$ cat src/design/ptc_pkg.sv
// Shared types and constants for the pressure and temperature compensation pipeline.
// No dependencies; every other design file imports this package.
`default_nettype none

package ptc_pkg;

	// Error codes, in the order the checks are applied
	typedef enum logic [2:0] {
		ERR_NONE  = 3'd0,
		ERR_RAW_P = 3'd1,
		ERR_RAW_T = 3'd2,
		ERR_DT    = 3'd3,
		ERR_OFF   = 3'd4,
		ERR_SENS  = 3'd5,
		ERR_PRESS = 3'd6
	} err_t;

	// Configuration register indexes
	localparam logic [2:0] REG_SENS        = 3'd0;
	localparam logic [2:0] REG_OFFSET      = 3'd1;
	localparam logic [2:0] REG_SENS_TCO    = 3'd2;
	localparam logic [2:0] REG_OFFSET_TCO  = 3'd3;
	localparam logic [2:0] REG_REF_TEMP    = 3'd4;

	// Coefficient reset values
	localparam logic [15:0] C1_RST = 16'd46372;
	localparam logic [15:0] C2_RST = 16'd43981;
	localparam logic [15:0] C3_RST = 16'd29059;
	localparam logic [15:0] C4_RST = 16'd27842;
	localparam logic [15:0] C5_RST = 16'd31553;

	// Range limits
	localparam logic [24:0]        RAW_LIMIT = 25'd16777216;
	localparam logic signed [25:0] DT_LOW    = -26'sd16776960;
	localparam logic signed [25:0] DT_HIGH   = 26'sd16777216;
	localparam logic signed [37:0] OFF_LOW   = -38'sd17179344900;
	localparam logic signed [37:0] OFF_HIGH  = 38'sd25769410560;
	localparam logic signed [37:0] SENS_LOW  = -38'sd8589672450;
	localparam logic signed [37:0] SENS_HIGH = 38'sd12884705280;
	localparam logic signed [25:0] P_LOW     = 26'sd1000;
	localparam logic signed [25:0] P_HIGH    = 26'sd120000;

	// Reciprocal of 100 scaled by 2^24 (rounded up); exact for p below 2^24/84
	localparam logic [17:0] RECIP_100 = 18'd167773;
	localparam int          RECIP_SHIFT = 24;

	// Calibration coefficients
	typedef struct packed {
		logic [15:0] c1;
		logic [15:0] c2;
		logic [15:0] c3;
		logic [15:0] c4;
		logic [15:0] c5;
	} coef_t;

	// Temperature difference front end result
	typedef struct packed {
		err_t               err;
		logic [24:0]        d1;
		logic signed [41:0] off_prod;
		logic signed [41:0] sens_prod;
	} tdiff_t;

	// Offset and sensitivity stage result
	typedef struct packed {
		err_t               err;
		logic signed [37:0] off;
		logic [42:0]        pp_lo;
		logic signed [42:0] pp_hi;
	} osens_t;

	// Pressure stage result
	typedef struct packed {
		err_t        err;
		logic [34:0] scaled;
	} press_t;

endpackage

`default_nettype wire

$ cat src/design/ptc_tdiff.sv
// Stages 1-2: temperature difference, raw and dT range checks and tempco products.
// Depends on ptc_pkg.
`default_nettype none

module ptc_tdiff
	import ptc_pkg::*;
(
	input  wire         clk,
	input  wire         arst_n,
	input  wire         in_valid,
	output logic        in_ready,
	input  wire  [24:0] raw_pressure,
	input  wire  [24:0] raw_temperature,
	input  coef_t       coef,
	output logic        out_valid,
	input  wire         out_ready,
	output tdiff_t      out_data
);

	logic               v_s1, v_s2;
	logic               rdy_s1, rdy_s2;
	err_t               err_s1;
	logic [24:0]        d1_s1;
	logic signed [25:0] dt_s1;
	tdiff_t             data_s2;

	logic signed [25:0] dt;
	err_t               err_raw;
	err_t               err_dt;

	// stall chain
	assign rdy_s2   = !v_s2 || out_ready;
	assign rdy_s1   = !v_s1 || rdy_s2;
	assign in_ready = rdy_s1;

	// dT = D2 - C5 * 2^8, raw limits
	assign dt = $signed({1'b0, raw_temperature}) - $signed({2'b00, coef.c5, 8'h00});

	always_comb begin
		if (raw_pressure > RAW_LIMIT) begin
			err_raw = ERR_RAW_P;
		end else if (raw_temperature > RAW_LIMIT) begin
			err_raw = ERR_RAW_T;
		end else begin
			err_raw = ERR_NONE;
		end
	end

	always_comb begin
		if (err_s1 != ERR_NONE) begin
			err_dt = err_s1;
		end else if (dt_s1 < DT_LOW || dt_s1 > DT_HIGH) begin
			err_dt = ERR_DT;
		end else begin
			err_dt = ERR_NONE;
		end
	end

	// valid bits
	always_ff @(posedge clk or negedge arst_n) begin
		if (!arst_n) begin
			v_s1 <= 1'b0;
			v_s2 <= 1'b0;
		end else begin
			if (rdy_s1) v_s1 <= in_valid;
			if (rdy_s2) v_s2 <= v_s1;
		end
	end

	// stage 1 payload
	always_ff @(posedge clk) begin
		if (rdy_s1 && in_valid) begin
			err_s1 <= err_raw;
			d1_s1  <= raw_pressure;
			dt_s1  <= dt;
		end
	end

	// stage 2: C4 * dT and C3 * dT
	always_ff @(posedge clk) begin
		if (rdy_s2 && v_s1) begin
			data_s2.err       <= err_dt;
			data_s2.d1        <= d1_s1;
			data_s2.off_prod  <= $signed({1'b0, coef.c4}) * dt_s1;
			data_s2.sens_prod <= $signed({1'b0, coef.c3}) * dt_s1;
		end
	end

	assign out_valid = v_s2;
	assign out_data  = data_s2;

endmodule

`default_nettype wire

$ cat config.mk
export PLATFORM = sky130hd
export DESIGN_NAME = ptc_tdiff
export DESIGN_NICKNAME = d
export VERILOG_FILES = /design/src/design/ptc_pkg.sv /design/src/design/ptc_tdiff.sv
export SDC_FILE = /design/constraint.sdc
export NUM_CORES = 2
export LEC_CHECK = 0
export BUFFER_PORTS_ARGS = -buffer_cell sky130_fd_sc_hd__clkbuf_2
export CORE_ASPECT_RATIO = 0.8
export CORE_MARGIN = 2
export CORE_UTILIZATION = 59
export DETAILED_ROUTE_END_ITERATION = 10
export GPL_ROUTABILITY_DRIVEN = 0
export PLACE_DENSITY = 0.78
export SKIP_CTS_REPAIR_TIMING = 1
export SLEW_MARGIN = 40
export SYNTH_ARGS = -nofsm -noshare
export SYNTH_HDL_FRONTEND = slang
export SYNTH_SLANG_ARGS = --single-unit
$ cat constraint.sdc
create_clock -name clk -period 12.9 [get_ports clk]
set_input_delay 1.29 -clock clk [delete_from_list [all_inputs] [get_ports clk]]
set_output_delay 1.29 -clock clk [all_outputs]
set_load 0.005 [all_outputs]
==> reports/metrics.csv <==
metric,value,unit
die_h,224.0,um
hold_viol,0,
setup_viol,0,
fin_util,0.6352,
cp.arrival,8.05,ns
grt_max_degree,59,
hold_depth,0,
route.vias.total,25300,
clock_latency,0.51,ns
route.detailed.drc,0,
synth_nets,4907,
syn_area,35680,sq um
io_pins,248,
run_status,"finished, final reports clean",
syn2layout_area_growth,6.393,%
start_kind,primary input,
cp-end-kind,flop,
coreArea,59760,sq um
grt_pass1_wl,134300,um
grt_pass1_vias,26690,
cts_buffer_depth,2,
synth-async-reset-ratio,0.01205,
firstDrtPassIters,6,
ys_seq_area_frac,0.1394,
n_antenna_cell,0,
tightest_slew,0.8853,ns
fin_nets,5007,
via_per_inst,5.448,
placed_cells,4611,
hpwl,60680,um
h-tree-depth,4,
cts_made_buffers,17,
fmax,0.1281,GHz
fin_worst_skew,0.02314,ns
grt_antenna_before_repair,5,
cts_root_buf,clkbuf_16,
critPathRequiredTime,13.15,ns
routed_wl,79910,um
rows,80,
finalCritPeriodShare,0.6054,
grt_util_all_layers,0.2750,
avgSynthCellArea,9.509,sq um
ys.flop_type,edfxtp_1,
rsz0062_at_grt,no,
dieArea,62470,sq um
cts.sinks,166,
tritoncts,yes,
drtAntennaViolNets,0,
clkTransAtPathRegs,0.08,ns
path_class,primary input to flop,
synth_warnings,0,
layout_common_cells,"993 x inv_1, 801 x fa_1, 549 x nand2_1, 335 x and2_1, 220 x ha_1",
post_drt_wl_per_cell,17.21,um
drv_slew,0,
relSlewSlack,0.4098,
detail_route.iter0.violations,1843,
syn_inst,3752,
fin_cells,4644,
final_common_cell,inv_1,
grt-ovfl-total,0,
hp-class,flop to flop,
ys_seq_elements,166,
portBuffers,214,
worstPathMaxFanout,26,
ys_types,66,
min_period,7.809,ns
initial_core_util,0.5971,
synth_edf_count,164,
rr_worst_depth,23,
setup_tns,0,ns
die_x,278.9,um
final_layout_size_suffix_gt1_frac,0.07607,
cap_violations,0,
[registers in the layout, indices dropped and copies added, names as in the netlist]
register	flops
d1_s1	25
out_data	111
out_valid	1
dt_s1	26
err_s1	2
v_s1	1
[per-layer routing]
metal / vias to the layer above / part of all wire / track usage
li1: 11200 / - / -
met1: 12900 / 0.40 / 0.3677
met2: 1006 / 0.49 / 0.4548
met3: 184 / 0.084 / 0.05340
met4: 6 / 0.029 / 0.09261
met5: - / 0.00043 / 0
[cell usage after synthesis (all sizes together), types with 7 or more instances]
master,instances,area share
nand2,549,0.058
fa,801,0.45
a31oi,11,0.0023
a21boi,10,0.0021
nor2,66,0.0069
clkbuf,163,0.017
ha,220,0.077
o21a,11,0.0023
and2,338,0.059
xnor2,68,0.017
o21bai,12,0.0025
nand4,7,0.0012
xor2,20,0.0049
nor3,24,0.0034
o21ai,42,0.0059
nor2b,9,0.0016
and3,9,0.0016
inv,993,0.10
a21oi,52,0.0075
a211oi,14,0.0029
edfxtp,164,0.14
o211ai,11,0.0023
nand2b,21,0.0037
nand3,26,0.0038
nor4,22,0.0039
a21o,26,0.0055
[final timing paths]
path                                 end  startpoint  slack, ns
setup / recovery            out_data[38]    coef[37]       5.09
hold / removal             out_data[107]   d1_s1[23]       0.42
setup reg to reg            out_data[38]    dt_s1[7]       5.72
hold reg to reg            out_data[107]   d1_s1[23]       0.42
max in group asynchronous      out_valid      arst_n      12.24
min in group asynchronous           v_s1      arst_n       0.57
[critical path, cell delays in order]
cell,delay [ns]
clkbuf_2,0.45
and2_1,0.35
fa_1,0.53
inv_1,0.05
fa_1,0.47
fa_1,0.51
inv_1,0.05
fa_1,0.50
fa_1,0.52
inv_1,0.06
fa_1,0.47
inv_1,0.04
ha_1,0.34
a21o_1,0.19
a31oi_1,0.34
and3b_1,0.26
nand4_1,0.24
a21oi_1,0.52
o2111a_1,0.37
o31ai_1,0.11
a211oi_1,0.28
nor3_1,0.07
[area by class of cell]
type | count | area (sq um)
Multi-Input combinational cell | 2428 | 26360
Fill cell | 4895 | 21800
Sequential cell | 166 | 4975
Inverter | 993 | 3727
Timing Repair Buffer | 246 | 1324
Tap cell | 779 | 974.7
Clock buffer | 17 | 425.4
Clock inverter | 15 | 178.9
[metrics by stage]
step / hold WS [ns] / worst slack (ns) / cell area (sq um)
floorplan: 0.4003 / 5.677 / 35680
detailed placement: 0.4045 / 4.686 / 37340
global placement: 0.4002 / 4.755 / 37340
finish: 0.4203 / 5.091 / 37960
global route: 0.4285 / 4.709 / 37960
CTS: 0.4221 / 5.229 / 37940
[cells by family after synthesis]
kind of cell,after synthesis,synth area share
AOI/OAI and AO/OA,223,0.04205
xor gates and xnor gates,88,0.02160
adders and majority gates,1021,0.5266
buffers and inverters,1158,0.1220
DFF,166,0.1394
muxes,1,0.0002806
other,1,0.0001051
and+or+nand+nor,1094,0.1480
Power is not shown: default switching activity piles up to over one toggle a cycle in this logic, so the estimate is an artifact.
