`src/design/ptc_pkg.sv`:
```
// Shared types and constants for the pressure and temperature compensation pipeline.
// No dependencies; every other design file imports this package.
`default_nettype none

package ptc_pkg;

	// Error codes, in the order the checks are applied
	typedef enum logic [2:0] {
		ERR_NONE  = 3'd0,
		ERR_RAW_P = 3'd1,
		ERR_RAW_T = 3'd2,
		ERR_DT    = 3'd3,
		ERR_OFF   = 3'd4,
		ERR_SENS  = 3'd5,
		ERR_PRESS = 3'd6
	} err_t;

	// Configuration register indexes
	localparam logic [2:0] REG_SENS        = 3'd0;
	localparam logic [2:0] REG_OFFSET      = 3'd1;
	localparam logic [2:0] REG_SENS_TCO    = 3'd2;
	localparam logic [2:0] REG_OFFSET_TCO  = 3'd3;
	localparam logic [2:0] REG_REF_TEMP    = 3'd4;

	// Coefficient reset values
	localparam logic [15:0] C1_RST = 16'd46372;
	localparam logic [15:0] C2_RST = 16'd43981;
	localparam logic [15:0] C3_RST = 16'd29059;
	localparam logic [15:0] C4_RST = 16'd27842;
	localparam logic [15:0] C5_RST = 16'd31553;

	// Range limits
	localparam logic [24:0]        RAW_LIMIT = 25'd16777216;
	localparam logic signed [25:0] DT_LOW    = -26'sd16776960;
	localparam logic signed [25:0] DT_HIGH   = 26'sd16777216;
	localparam logic signed [37:0] OFF_LOW   = -38'sd17179344900;
	localparam logic signed [37:0] OFF_HIGH  = 38'sd25769410560;
	localparam logic signed [37:0] SENS_LOW  = -38'sd8589672450;
	localparam logic signed [37:0] SENS_HIGH = 38'sd12884705280;
	localparam logic signed [25:0] P_LOW     = 26'sd1000;
	localparam logic signed [25:0] P_HIGH    = 26'sd120000;

	// Reciprocal of 100 scaled by 2^24 (rounded up); exact for p below 2^24/84
	localparam logic [17:0] RECIP_100 = 18'd167773;
	localparam int          RECIP_SHIFT = 24;

	// Calibration coefficients
	typedef struct packed {
		logic [15:0] c1;
		logic [15:0] c2;
		logic [15:0] c3;
		logic [15:0] c4;
		logic [15:0] c5;
	} coef_t;

	// Temperature difference front end result
	typedef struct packed {
		err_t               err;
		logic [24:0]        d1;
		logic signed [41:0] off_prod;
		logic signed [41:0] sens_prod;
	} tdiff_t;

	// Offset and sensitivity stage result
	typedef struct packed {
		err_t               err;
		logic signed [37:0] off;
		logic [42:0]        pp_lo;
		logic signed [42:0] pp_hi;
	} osens_t;

	// Pressure stage result
	typedef struct packed {
		err_t        err;
		logic [34:0] scaled;
	} press_t;

endpackage

`default_nettype wire

```
`src/design/ptc_offsens.sv`:
```
// Stages 3-4: offset and sensitivity, their range checks, and the split
// partial products of D1 * SENS. Depends on ptc_pkg.
`default_nettype none

module ptc_offsens
	import ptc_pkg::*;
(
	input  wire    clk,
	input  wire    arst_n,
	input  wire    in_valid,
	output logic   in_ready,
	input  tdiff_t in_data,
	input  coef_t  coef,
	output logic   out_valid,
	input  wire    out_ready,
	output osens_t out_data
);

	logic               v_s3, v_s4;
	logic               rdy_s3, rdy_s4;
	err_t               err_s3;
	logic [24:0]        d1_s3;
	logic signed [37:0] off_s3;
	logic signed [37:0] sens_s3;
	osens_t             data_s4;

	logic signed [37:0] off;
	logic signed [37:0] sens;
	err_t               err_os;

	assign rdy_s4   = !v_s4 || out_ready;
	assign rdy_s3   = !v_s3 || rdy_s4;
	assign in_ready = rdy_s3;

	// OFF = C2 * 2^17 + floor(C4 * dT / 2^6), SENS = C1 * 2^16 + floor(C3 * dT / 2^7)
	assign off  = $signed({5'd0, coef.c2, 17'd0})
		+ $signed({{2{in_data.off_prod[41]}}, in_data.off_prod[41:6]});
	assign sens = $signed({6'd0, coef.c1, 16'd0})
		+ $signed({{3{in_data.sens_prod[41]}}, in_data.sens_prod[41:7]});

	always_comb begin
		if (err_s3 != ERR_NONE) begin
			err_os = err_s3;
		end else if (off_s3 < OFF_LOW || off_s3 > OFF_HIGH) begin
			err_os = ERR_OFF;
		end else if (sens_s3 < SENS_LOW || sens_s3 > SENS_HIGH) begin
			err_os = ERR_SENS;
		end else begin
			err_os = ERR_NONE;
		end
	end

	always_ff @(posedge clk or negedge arst_n) begin
		if (!arst_n) begin
			v_s3 <= 1'b0;
			v_s4 <= 1'b0;
		end else begin
			if (rdy_s3) v_s3 <= in_valid;
			if (rdy_s4) v_s4 <= v_s3;
		end
	end

	always_ff @(posedge clk) begin
		if (rdy_s3 && in_valid) begin
			err_s3  <= in_data.err;
			d1_s3   <= in_data.d1;
			off_s3  <= off;
			sens_s3 <= sens;
		end
	end

	// in range SENS fits 35 bits: low 18 unsigned, high 17 signed
	always_ff @(posedge clk) begin
		if (rdy_s4 && v_s3) begin
			data_s4.err   <= err_os;
			data_s4.off   <= off_s3;
			data_s4.pp_lo <= {18'd0, d1_s3} * {25'd0, sens_s3[17:0]};
			data_s4.pp_hi <= $signed({1'b0, d1_s3}) * $signed(sens_s3[34:18]);
		end
	end

	assign out_valid = v_s4;
	assign out_data  = data_s4;

endmodule

`default_nettype wire

```
`config.mk`:
```
export PLATFORM = sky130hd
export DESIGN_NAME = ptc_offsens
export DESIGN_NICKNAME = d
export VERILOG_FILES = /design/src/design/ptc_pkg.sv /design/src/design/ptc_offsens.sv
export SDC_FILE = /design/constraint.sdc
export NUM_CORES = 2
export LEC_CHECK = 0
export BUFFER_PORTS_ARGS = -buffer_cell sky130_fd_sc_hd__buf_2
export CAP_MARGIN = 30
export CORE_ASPECT_RATIO = 0.7
export CORE_MARGIN = 5
export CORE_UTILIZATION = 30
export DETAILED_ROUTE_END_ITERATION = 8
export PLACE_DENSITY_LB_ADDON = 0.2
export SETUP_SLACK_MARGIN = 0.15
export SYNTH_ARGS = -nofsm -noshare
export SYNTH_HDL_FRONTEND = slang
export SYNTH_SLANG_ARGS = --single-unit
```
`constraint.sdc`:
```
create_clock -name clk -period 15.05 [get_ports clk]
set_input_delay 2.2575 -clock clk [delete_from_list [all_inputs] [get_ports clk]]
set_output_delay 2.2575 -clock clk [all_outputs]
set_load 0.01 [all_outputs]
```
==> results.toml <==
[run_status]
status = "finished, final reports clean"

[synth]
syn_nets = 5091
synth_area_per_cell_um2 = 9.63
ys_types = 63
synth_flop_cell = "edfxtp_1"
netlist_instances = 3888
synthArstFlopShare = 0.00873
synth_edf_count = 227
synth_area_mm2 = 0.0375
ys_seq_area_frac = 0.183
synth.ff_latch_count = 229
synth-warning-count = 0

[place]
io_buffer_count = 263
place_ws_ps = 7330
dp_hpwl_mm = 77.4
gp_congestion = 0.826

[floorplan]
start_util = 0.302
die_h_um = 306
die_w_um = 432
die-area_mm2 = 0.132
io_pins = 325
core_mm2 = 0.124
rows = 108

[grt]
overflow = 0
grt_pass1_wl_mm = 163
grt_pass1_vias = 27800
grt_max_degree = 67
grt_use_total = 0.156
antenna_found_initial = 7

[final_layout]
syn_to_final_growth_pct = 11.5
final_layout_size_suffix_gt1_frac = 0.0955
fill_cells = 12900
final_net_count = 5253

[route]
drt_iter0_drc = 1468
vias = 26300
viasPerCell = 4.59
ant_nets = 0
post_drt_wl_per_cell_um = 17.5
drc = 0
first_pass_iters = 7
wl_mm = 100

[timing]
rsz0062_at_grt = "false"
worst_slew_pin_slew_ps = 937
period_share = 0.520
relSlewSlack = 0.375
slew_violations = 0
period_needed_ps = 7830
finalWorstSetupSlack_ps = 7220
tns_ps = 0
fmax_ghz = 0.128
final-hold-violation-count = 0
fin_skew_ps = 40.4
setup_viol = 0

[clocking]
cts_setup_buffers = 0
cts_sinks = 229
hold_buffers = 0
cts_tree = "done"
cts_resized = 0
root_buffer = "clkbuf_16"
h-tree-depth = 1
clk_latency_ps = 650
clk_pin_slew_ps = 70
numCtsBuffers = 30
clockBufferDepth = 3

[worst_setup_path]
crit_type = "reg -> reg"
critPathMaxStageDelay_ps = 670
path_common_cell = "fa_1"
cp-start-kind = "register"
slowest_stage = "a31oi_1"
cp.required_ps = 15420
crit_fanout = 21
endpoint_kind = "register"
critPathArrivalTime_ps = 8190
timing.critical_path.cells = "buf_4 > and2_1 > fa_1 > inv_1 > fa_1 > fa_1 > fa_1 > inv_1 > fa_1 > inv_1 > fa_1 > inv_1 > ha_1 > nand4_1 > a211oi_1 > o21ai_0 > a31oi_1 > o21ai_1 > o2111ai_1 > a21oi_1 > xnor2_1"

[job]
maxCapViolCount = 0

[min_path]
min_path_type = "reg -> reg"
-- metal layers --
layer / vias up / track usage / routed length [um]
met5: - / 0 / 13
met3: 71 / 0.0225 / 4630
met4: 2 / 0.0215 / 1440
met2: 493 / 0.245 / 44600
li1: 12100 / - / -
met1: 13700 / 0.235 / 49600
-- critical path: cells and delay by family, from the launching register on --
family | cells | cell delay (ps)
AND/OR/NAND/NOR | 2 | 410
XOR/XNOR | 1 | 130
AO/OA/AOI/OAI | 6 | 2470
adder cells (fa/ha/maj) | 7 | 3480
buffers and inverters | 5 | 490
flip-flops | 1 | 530
-- state kept, by name, indices dropped and copies added, names as in the netlist --
signal and flops:
out_data 126, sens_s3 36, err_s3 3, off_s3 37, d1_s3 25, v_s3 1, out_valid 1
-- synth_stat cells (all sizes together) (18+ instances only) --
cell    count  area, um^2
a21o       59         443
a21oi      88         440
and2      379        2370
clkbuf    196         736
edfxtp    227        6820
fa        714       14300
ha        293        3670
inv       878        3300
nand2     545        2050
nand2b     18         113
nand3      29         145
nand4      23         144
nor2       90         338
nor3       20         100
nor4       22         138
o21ai      54         282
o21bai     19         143
xnor2      71         622
xor2       30         263
-- layout make-up --
type,count,area (um^2),share of cell area
Inverter,879,3300,0.0790
Clock inverter,23,298,0.00713
Multi-Input combinational cell,2583,26600,0.636
Timing Repair Buffer,327,1900,0.0454
Clock buffer,33,782,0.0187
Sequential cell,229,6870,0.164
Antenna cell,8,20.0,0.000479
Tap cell,1650,2060,0.0494
-- cells by family after synthesis --
| family | Yosys count | share of synthesized area |
|---|---|---|
| simple gates | 1167 | 0.152 |
| buf+inv | 1076 | 0.108 |
| fa+ha+maj | 1007 | 0.479 |
| compound gates | 307 | 0.0535 |
| flops | 229 | 0.183 |
| xor+xnor | 101 | 0.0236 |
| mux | 1 | 0.000267 |
-- layout by cell type, fill, tap and decap left out, types with 30 or more instances in the layout --
cell / netlist / routed
inv_1: 878 / 878
fa_1: 714 / 714
nand2_1: 545 / 545
and2_1: 379 / 377
ha_1: 293 / 293
buf_2: 0 / 263
edfxtp_1: 227 / 227
nor2_1: 90 / 90
a21oi_1: 88 / 88
xnor2_1: 71 / 71
a21o_1: 59 / 59
buf_4: 1 / 59
o21ai_0: 52 / 52
xor2_1: 30 / 30
clkbuf_16: 0 / 30
-- metrics by stage --
stage | instances | instance area (um^2) | util | hold WS [ps]
after floorplan | 3888 | 37500 | - | 419
after global placement | 5663 | 40500 | 0.327 | 434
after detailed placement | 5668 | 40700 | 0.328 | 433
after CTS | 5724 | 41800 | 0.337 | 448
after global routing | 5729 | 41800 | 0.337 | 466
final | 5732 | 41800 | 0.337 | 445
-- worst paths after layout --
check	from	to	slack (ps)	depth (start not counted)
max	sens_s3[6]	out_data[82]	7220	21
min	off_s3[0]	out_data[86]	450	0
max reg2reg	sens_s3[6]	out_data[82]	7220	21
min reg2reg	off_s3[0]	out_data[86]	450	0
max in group asynchronous	arst_n	v_s3	13580	1
min in group asynchronous	arst_n	out_valid	1380	1
Power is left out: the tool's default activity adds up to more than one toggle a clock period on the data nets, which glitch-free logic cannot reach.
