$ cat config.mk
export PLATFORM = sky130hd
export DESIGN_NAME = ptc_press
export DESIGN_NICKNAME = d
export VERILOG_FILES = /design/src/design/ptc_pkg.sv /design/src/design/ptc_press.sv
export SDC_FILE = /design/constraint.sdc
export NUM_CORES = 1
export LEC_CHECK = 0
export BUFFER_PORTS_ARGS = -buffer_cell sky130_fd_sc_hd__clkbuf_2
export CORE_MARGIN = 4
export CORE_UTILIZATION = 65
export CTS_BUF_LIST = sky130_fd_sc_hd__clkbuf_4 sky130_fd_sc_hd__clkbuf_8 sky130_fd_sc_hd__clkbuf_16
export CTS_CLUSTER_SIZE = 30
export DETAILED_ROUTE_END_ITERATION = 10
export GPL_TIMING_DRIVEN = 0
export PLACE_DENSITY = 0.95
export SLEW_MARGIN = 20
export SYNTH_ARGS = -nofsm -noshare
export SYNTH_HDL_FRONTEND = slang
export SYNTH_SLANG_ARGS = --single-unit
$ cat constraint.sdc
create_clock -name clk -period 15.02 [get_ports clk]
set_input_delay 3.004 -clock clk [delete_from_list [all_inputs] [get_ports clk]]
set_output_delay 3.004 -clock clk [all_outputs]
set_load 0.05 [all_outputs]
$ cat src/design/ptc_pkg.sv
// Shared types and constants for the pressure and temperature compensation pipeline.
// No dependencies; every other design file imports this package.
`default_nettype none

package ptc_pkg;

	// Error codes, in the order the checks are applied
	typedef enum logic [2:0] {
		ERR_NONE  = 3'd0,
		ERR_RAW_P = 3'd1,
		ERR_RAW_T = 3'd2,
		ERR_DT    = 3'd3,
		ERR_OFF   = 3'd4,
		ERR_SENS  = 3'd5,
		ERR_PRESS = 3'd6
	} err_t;

	// Configuration register indexes
	localparam logic [2:0] REG_SENS        = 3'd0;
	localparam logic [2:0] REG_OFFSET      = 3'd1;
	localparam logic [2:0] REG_SENS_TCO    = 3'd2;
	localparam logic [2:0] REG_OFFSET_TCO  = 3'd3;
	localparam logic [2:0] REG_REF_TEMP    = 3'd4;

	// Coefficient reset values
	localparam logic [15:0] C1_RST = 16'd46372;
	localparam logic [15:0] C2_RST = 16'd43981;
	localparam logic [15:0] C3_RST = 16'd29059;
	localparam logic [15:0] C4_RST = 16'd27842;
	localparam logic [15:0] C5_RST = 16'd31553;

	// Range limits
	localparam logic [24:0]        RAW_LIMIT = 25'd16777216;
	localparam logic signed [25:0] DT_LOW    = -26'sd16776960;
	localparam logic signed [25:0] DT_HIGH   = 26'sd16777216;
	localparam logic signed [37:0] OFF_LOW   = -38'sd17179344900;
	localparam logic signed [37:0] OFF_HIGH  = 38'sd25769410560;
	localparam logic signed [37:0] SENS_LOW  = -38'sd8589672450;
	localparam logic signed [37:0] SENS_HIGH = 38'sd12884705280;
	localparam logic signed [25:0] P_LOW     = 26'sd1000;
	localparam logic signed [25:0] P_HIGH    = 26'sd120000;

	// Reciprocal of 100 scaled by 2^24 (rounded up); exact for p below 2^24/84
	localparam logic [17:0] RECIP_100 = 18'd167773;
	localparam int          RECIP_SHIFT = 24;

	// Calibration coefficients
	typedef struct packed {
		logic [15:0] c1;
		logic [15:0] c2;
		logic [15:0] c3;
		logic [15:0] c4;
		logic [15:0] c5;
	} coef_t;

	// Temperature difference front end result
	typedef struct packed {
		err_t               err;
		logic [24:0]        d1;
		logic signed [41:0] off_prod;
		logic signed [41:0] sens_prod;
	} tdiff_t;

	// Offset and sensitivity stage result
	typedef struct packed {
		err_t               err;
		logic signed [37:0] off;
		logic [42:0]        pp_lo;
		logic signed [42:0] pp_hi;
	} osens_t;

	// Pressure stage result
	typedef struct packed {
		err_t        err;
		logic [34:0] scaled;
	} press_t;

endpackage

`default_nettype wire

$ cat src/design/ptc_press.sv
// Stages 5-7: product recombination, pressure in pascal, range check and
// scaling by the reciprocal of 100. Depends on ptc_pkg.
`default_nettype none

module ptc_press
	import ptc_pkg::*;
(
	input  wire    clk,
	input  wire    arst_n,
	input  wire    in_valid,
	output logic   in_ready,
	input  osens_t in_data,
	output logic   out_valid,
	input  wire    out_ready,
	output press_t out_data
);

	logic               v_s5, v_s6, v_s7;
	logic               rdy_s5, rdy_s6, rdy_s7;
	err_t               err_s5, err_s6;
	logic signed [60:0] prod_s5;
	logic signed [37:0] off_s5;
	logic signed [25:0] p_s6;
	press_t             data_s7;

	logic signed [40:0] diff;
	err_t               err_p;

	assign rdy_s7   = !v_s7 || out_ready;
	assign rdy_s6   = !v_s6 || rdy_s7;
	assign rdy_s5   = !v_s5 || rdy_s6;
	assign in_ready = rdy_s5;

	// floor(D1 * SENS / 2^21) - OFF
	assign diff = $signed({prod_s5[60], prod_s5[60:21]})
		- $signed({{3{off_s5[37]}}, off_s5});

	always_comb begin
		if (err_s6 != ERR_NONE) begin
			err_p = err_s6;
		end else if (p_s6 < P_LOW || p_s6 > P_HIGH) begin
			err_p = ERR_PRESS;
		end else begin
			err_p = ERR_NONE;
		end
	end

	always_ff @(posedge clk or negedge arst_n) begin
		if (!arst_n) begin
			v_s5 <= 1'b0;
			v_s6 <= 1'b0;
			v_s7 <= 1'b0;
		end else begin
			if (rdy_s5) v_s5 <= in_valid;
			if (rdy_s6) v_s6 <= v_s5;
			if (rdy_s7) v_s7 <= v_s6;
		end
	end

	// stage 5: D1 * SENS from the two partial products
	always_ff @(posedge clk) begin
		if (rdy_s5 && in_valid) begin
			err_s5  <= in_data.err;
			off_s5  <= in_data.off;
			prod_s5 <= $signed({in_data.pp_hi, 18'd0}) + $signed({18'd0, in_data.pp_lo});
		end
	end

	// stage 6: pressure in pascal
	always_ff @(posedge clk) begin
		if (rdy_s6 && v_s5) begin
			err_s6 <= err_s5;
			p_s6   <= diff[40:15];
		end
	end

	// stage 7: range check, p * ceil(2^24 / 100)
	always_ff @(posedge clk) begin
		if (rdy_s7 && v_s6) begin
			data_s7.err    <= err_p;
			data_s7.scaled <= {18'd0, p_s6[16:0]} * {17'd0, RECIP_100};
		end
	end

	assign out_valid = v_s7;
	assign out_data  = data_s7;

endmodule

`default_nettype wire

==> impl_metrics.sql <==
INSERT INTO impl_metrics (metric_group, metric, value, unit) VALUES
('outcome', 'result_of_the_run', 'finished clean', ''),
('worst_hold_path', 'hold_path.class', 'reg -> reg', ''),
('setup_path', 'cpMaxStageDelayCell', 'sky130_fd_sc_hd__fa_1', ''),
('routing', 'finalWirelength', '30000', 'µm'),
('global_route', 'antenna_found_initial', '0', ''),
('logic_synthesis', 'post_synth_num_cell_types', '59', ''),
('placement', 'placement.setup.worst_slack', '8390', 'ps'),
('logic_synthesis', 'synth-seq-cells', '151', ''),
('timing', 'finalCritPeriodShare', '0.446', ''),
('clock_network', 'clock_tree.buffer_depth', '2', ''),
('setup_path', 'timing.critical_path.to_type', 'flop', ''),
('logic_synthesis', 'postSynth.asyncResetShare', '0.0199', ''),
('clock_network', 'cts_tree', 'yes', ''),
('logic_synthesis', 'mappedNetlistArea', '0.0135', 'mm²'),
('clock_network', 'clk_pin_slew', '70', 'ps'),
('global_route', 'globalRouteTotalUtil', '0.260', ''),
('routing', 'postRouteAntennaNets', '0', ''),
('timing', 'setup_violators_final', '0', ''),
('setup_path', 'worst-endpoint-required', '15200', 'ps'),
('clock_network', 'cts.root.buffer_cell', 'sky130_fd_sc_hd__clkbuf_16', ''),
('global_route', 'grt_start_max_net_pins', '59', ''),
('setup_path', 'reg2reg_depth', '22', ''),
('logic_synthesis', 'synth_area_leader_cell', 'sky130_fd_sc_hd__edfxtp_1', ''),
('clock_network', 'cts-hold-fix-buffers', '0', ''),
('logic_synthesis', 'ys_dominant_reg_cell', 'sky130_fd_sc_hd__edfxtp_1', ''),
('timing', 'final_ws_setup', '8330', 'ps'),
('routing', 'drt-pass1-iter-count', '6', ''),
('global_route', 'grt_pass1_wl', '48800', 'µm'),
('global_route', 'global_route.overflow_total', '0', ''),
('timing', 'worst-slew-pin-transition', '640', 'ps'),
('setup_path', 'worstReg2RegStart', 'p_s6[3]', ''),
('floorplan', 'core.rowCount', '52', ''),
('final_layout', 'post_route_cells_drive_above_1_share', '0.146', ''),
('final_layout', 'n_antenna_cell', '0', ''),
('final_layout', 'fillCellCount', '1258', ''),
('timing', 'layout_min_cycle_time', '6690', 'ps'),
('setup_path', 'timing.critical_path.arrival', '6880', 'ps'),
('setup_path', 'critPathKind', 'reg -> reg', ''),
('floorplan', 'chipHeight', '152', 'µm'),
('clock_network', 'post_cts.repair.setup_buffers', '0', ''),
('clock_network', 'h-tree-depth', '4', ''),
('timing', 'clock_skew', '10.3', 'ps'),
('routing', 'routed-via-count', '9775', ''),
('setup_path', 'critical_path.max_fanout', '8', ''),
('clock_network', 'cts_made_buffers', '17', ''),
('routing', 'drt_drc_violations_left', '0', ''),
('clock_network', 'clock_insertion_delay_worst_skew', '440', 'ps'),
('logic_synthesis', 'synth_top_cell_area_share', '0.328', ''),
('floorplan', 'floorplan.io_pins', '171', ''),
('floorplan', 'initial_utilization', '0.665', ''),
('setup_path', 'slowest_delay', '700', 'ps'),
('final_layout', 'fin_util', '0.749', ''),
('clock_network', 'clock_sinks', '151', ''),
('floorplan', 'die_w', '152', 'µm'),
('timing', 'setup_tns', '0', 'ps'),
('logic_synthesis', 'synth_enable_flop_cells', '148', ''),
('timing', 'hold_slack', '425', 'ps'),
('routing', 'drt-wirelength-per-cell', '17.7', 'µm'),
('routing', 'drt-initial-drc-count', '762', ''),
('routing', 'drt-vias-per-instance', '5.77', ''),
('timing', 'max_slew_margin', '0.573', ''),
('floorplan', 'design.die.area', '0.0232', 'mm²'),
('logic_synthesis', 'synth.area.top_cells', 'sky130_fd_sc_hd__edfxtp_1, sky130_fd_sc_hd__ha_1, sky130_fd_sc_hd__fa_1', ''),
('timing', 'finalHoldViolations', '0', ''),
('placement', 'gp_congestion', '0.974', ''),
('final_layout', 'final_nets', '1868', ''),
('logic_synthesis', 'syn_inst_count', '1237', ''),
('setup_path', 'timing.critical_path.from', 'p_s6[3]', ''),
('placement', 'dpl.hpwl', '23200', 'µm'),
('clock_network', 'cts_resized', '0', ''),
('logic_synthesis', 'synth.net_count', '1695', '');
## stage by stage
step | cell area, µm² | std cells
final | 15300 | 1693
after detailed placement | 14700 | 1661
after global placement | 14600 | 1659
after global routing | 15300 | 1693
after floorplan | 13500 | 1237
after CTS | 15300 | 1693
## state kept, by name, indices dropped and copies added, names as in the netlist
signal and flops:
err_s5 3, err_s6 3, off_s5 38, out_data 38, out_valid 1, p_s6 26, prod_s5 40, v_s5 1
v_s6 1
## final cells by class
| type | count | area, µm² | share of cell area |
|---|---|---|---|
| sequential | 151 | 4520 | 0.296 |
| buffer | 7 | 26.3 | 0.00172 |
| tap | 270 | 338 | 0.0221 |
| timing repair buffer | 154 | 808 | 0.0530 |
| inverter | 235 | 882 | 0.0578 |
| clock inverter | 14 | 124 | 0.00812 |
| clock buffer | 18 | 433 | 0.0284 |
| multi-input combinational | 844 | 8130 | 0.533 |
## worst min-delay path by stage
stage / endpoint / cells after the start / slack (ps) / start
6_report: err_s6[2] / 0 / 430 / err_s5[2]
5_1_grt: err_s6[1] / 0 / 440 / err_s5[1]
3_5_place_dp: err_s6[2] / 0 / 410 / err_s5[2]
2_1_floorplan: err_s6[0] / 0 / 400 / err_s5[0]
3_3_place_gp: err_s6[2] / 0 / 400 / err_s5[2]
4_1_cts: err_s6[2] / 0 / 420 / err_s5[2]
## cell usage in the layout (no fill, tap or decap), types with 5 or more instances in the layout
cell,Yosys,layout
sky130_fd_sc_hd__nor2b_1,16,16
sky130_fd_sc_hd__a221oi_1,5,5
sky130_fd_sc_hd__a21oi_1,72,72
sky130_fd_sc_hd__ha_1,221,221
sky130_fd_sc_hd__xor2_1,30,30
sky130_fd_sc_hd__inv_1,235,235
sky130_fd_sc_hd__nand2_1,61,61
sky130_fd_sc_hd__o21ai_0,42,42
sky130_fd_sc_hd__xnor2_1,57,57
sky130_fd_sc_hd__a21o_1,29,29
sky130_fd_sc_hd__nand3_1,20,20
sky130_fd_sc_hd__nand2b_1,24,24
sky130_fd_sc_hd__nor3_1,11,11
sky130_fd_sc_hd__fa_1,106,106
sky130_fd_sc_hd__o21bai_1,6,6
sky130_fd_sc_hd__clkbuf_2,0,152
sky130_fd_sc_hd__clkbuf_16,0,17
sky130_fd_sc_hd__and3_1,9,9
sky130_fd_sc_hd__nor2_1,46,46
sky130_fd_sc_hd__nand4_1,12,12
sky130_fd_sc_hd__clkbuf_1,7,7
sky130_fd_sc_hd__o21a_1,10,10
sky130_fd_sc_hd__edfxtp_1,148,148
## critical path: cells and delay by family, from the launching register on
family	cells	cell delay, ps
adder cells (fa/ha/maj)	7	3580
AO/OA/AOI/OAI	8	1750
flip-flops	1	620
buffers and inverters	6	360
XOR/XNOR	1	110
## cell families after synthesis
family | count (synthesis) | share of synthesized area
adders and majority gates | 327 | 0.361
xor gates and xnor gates | 87 | 0.0562
AOI/OAI and AO/OA | 209 | 0.100
DFF | 151 | 0.334
buffers and inverters | 242 | 0.0670
and+or+nand+nor | 221 | 0.0822
## cells in the mapped netlist, types with 16 or more instances
| cell | count |
|---|---|
| sky130_fd_sc_hd__inv_1 | 235 |
| sky130_fd_sc_hd__ha_1 | 221 |
| sky130_fd_sc_hd__edfxtp_1 | 148 |
| sky130_fd_sc_hd__fa_1 | 106 |
| sky130_fd_sc_hd__a21oi_1 | 72 |
| sky130_fd_sc_hd__nand2_1 | 61 |
| sky130_fd_sc_hd__xnor2_1 | 57 |
| sky130_fd_sc_hd__nor2_1 | 46 |
| sky130_fd_sc_hd__o21ai_0 | 42 |
| sky130_fd_sc_hd__xor2_1 | 30 |
| sky130_fd_sc_hd__a21o_1 | 29 |
| sky130_fd_sc_hd__nand2b_1 | 24 |
| sky130_fd_sc_hd__nand3_1 | 20 |
| sky130_fd_sc_hd__nor2b_1 | 16 |
## layer usage
metal  global-route usage  wire length, µm  vias up
met4                0.113             1120        0
met5                    0                0        -
met1                0.315            11800     4626
met3               0.0409             2030      112
met2                0.463            15100      476
li1                     -                -     4561
Power is left out: the tool's default activity adds up to more than one toggle a clock period on the data nets, which glitch-free logic cannot reach.
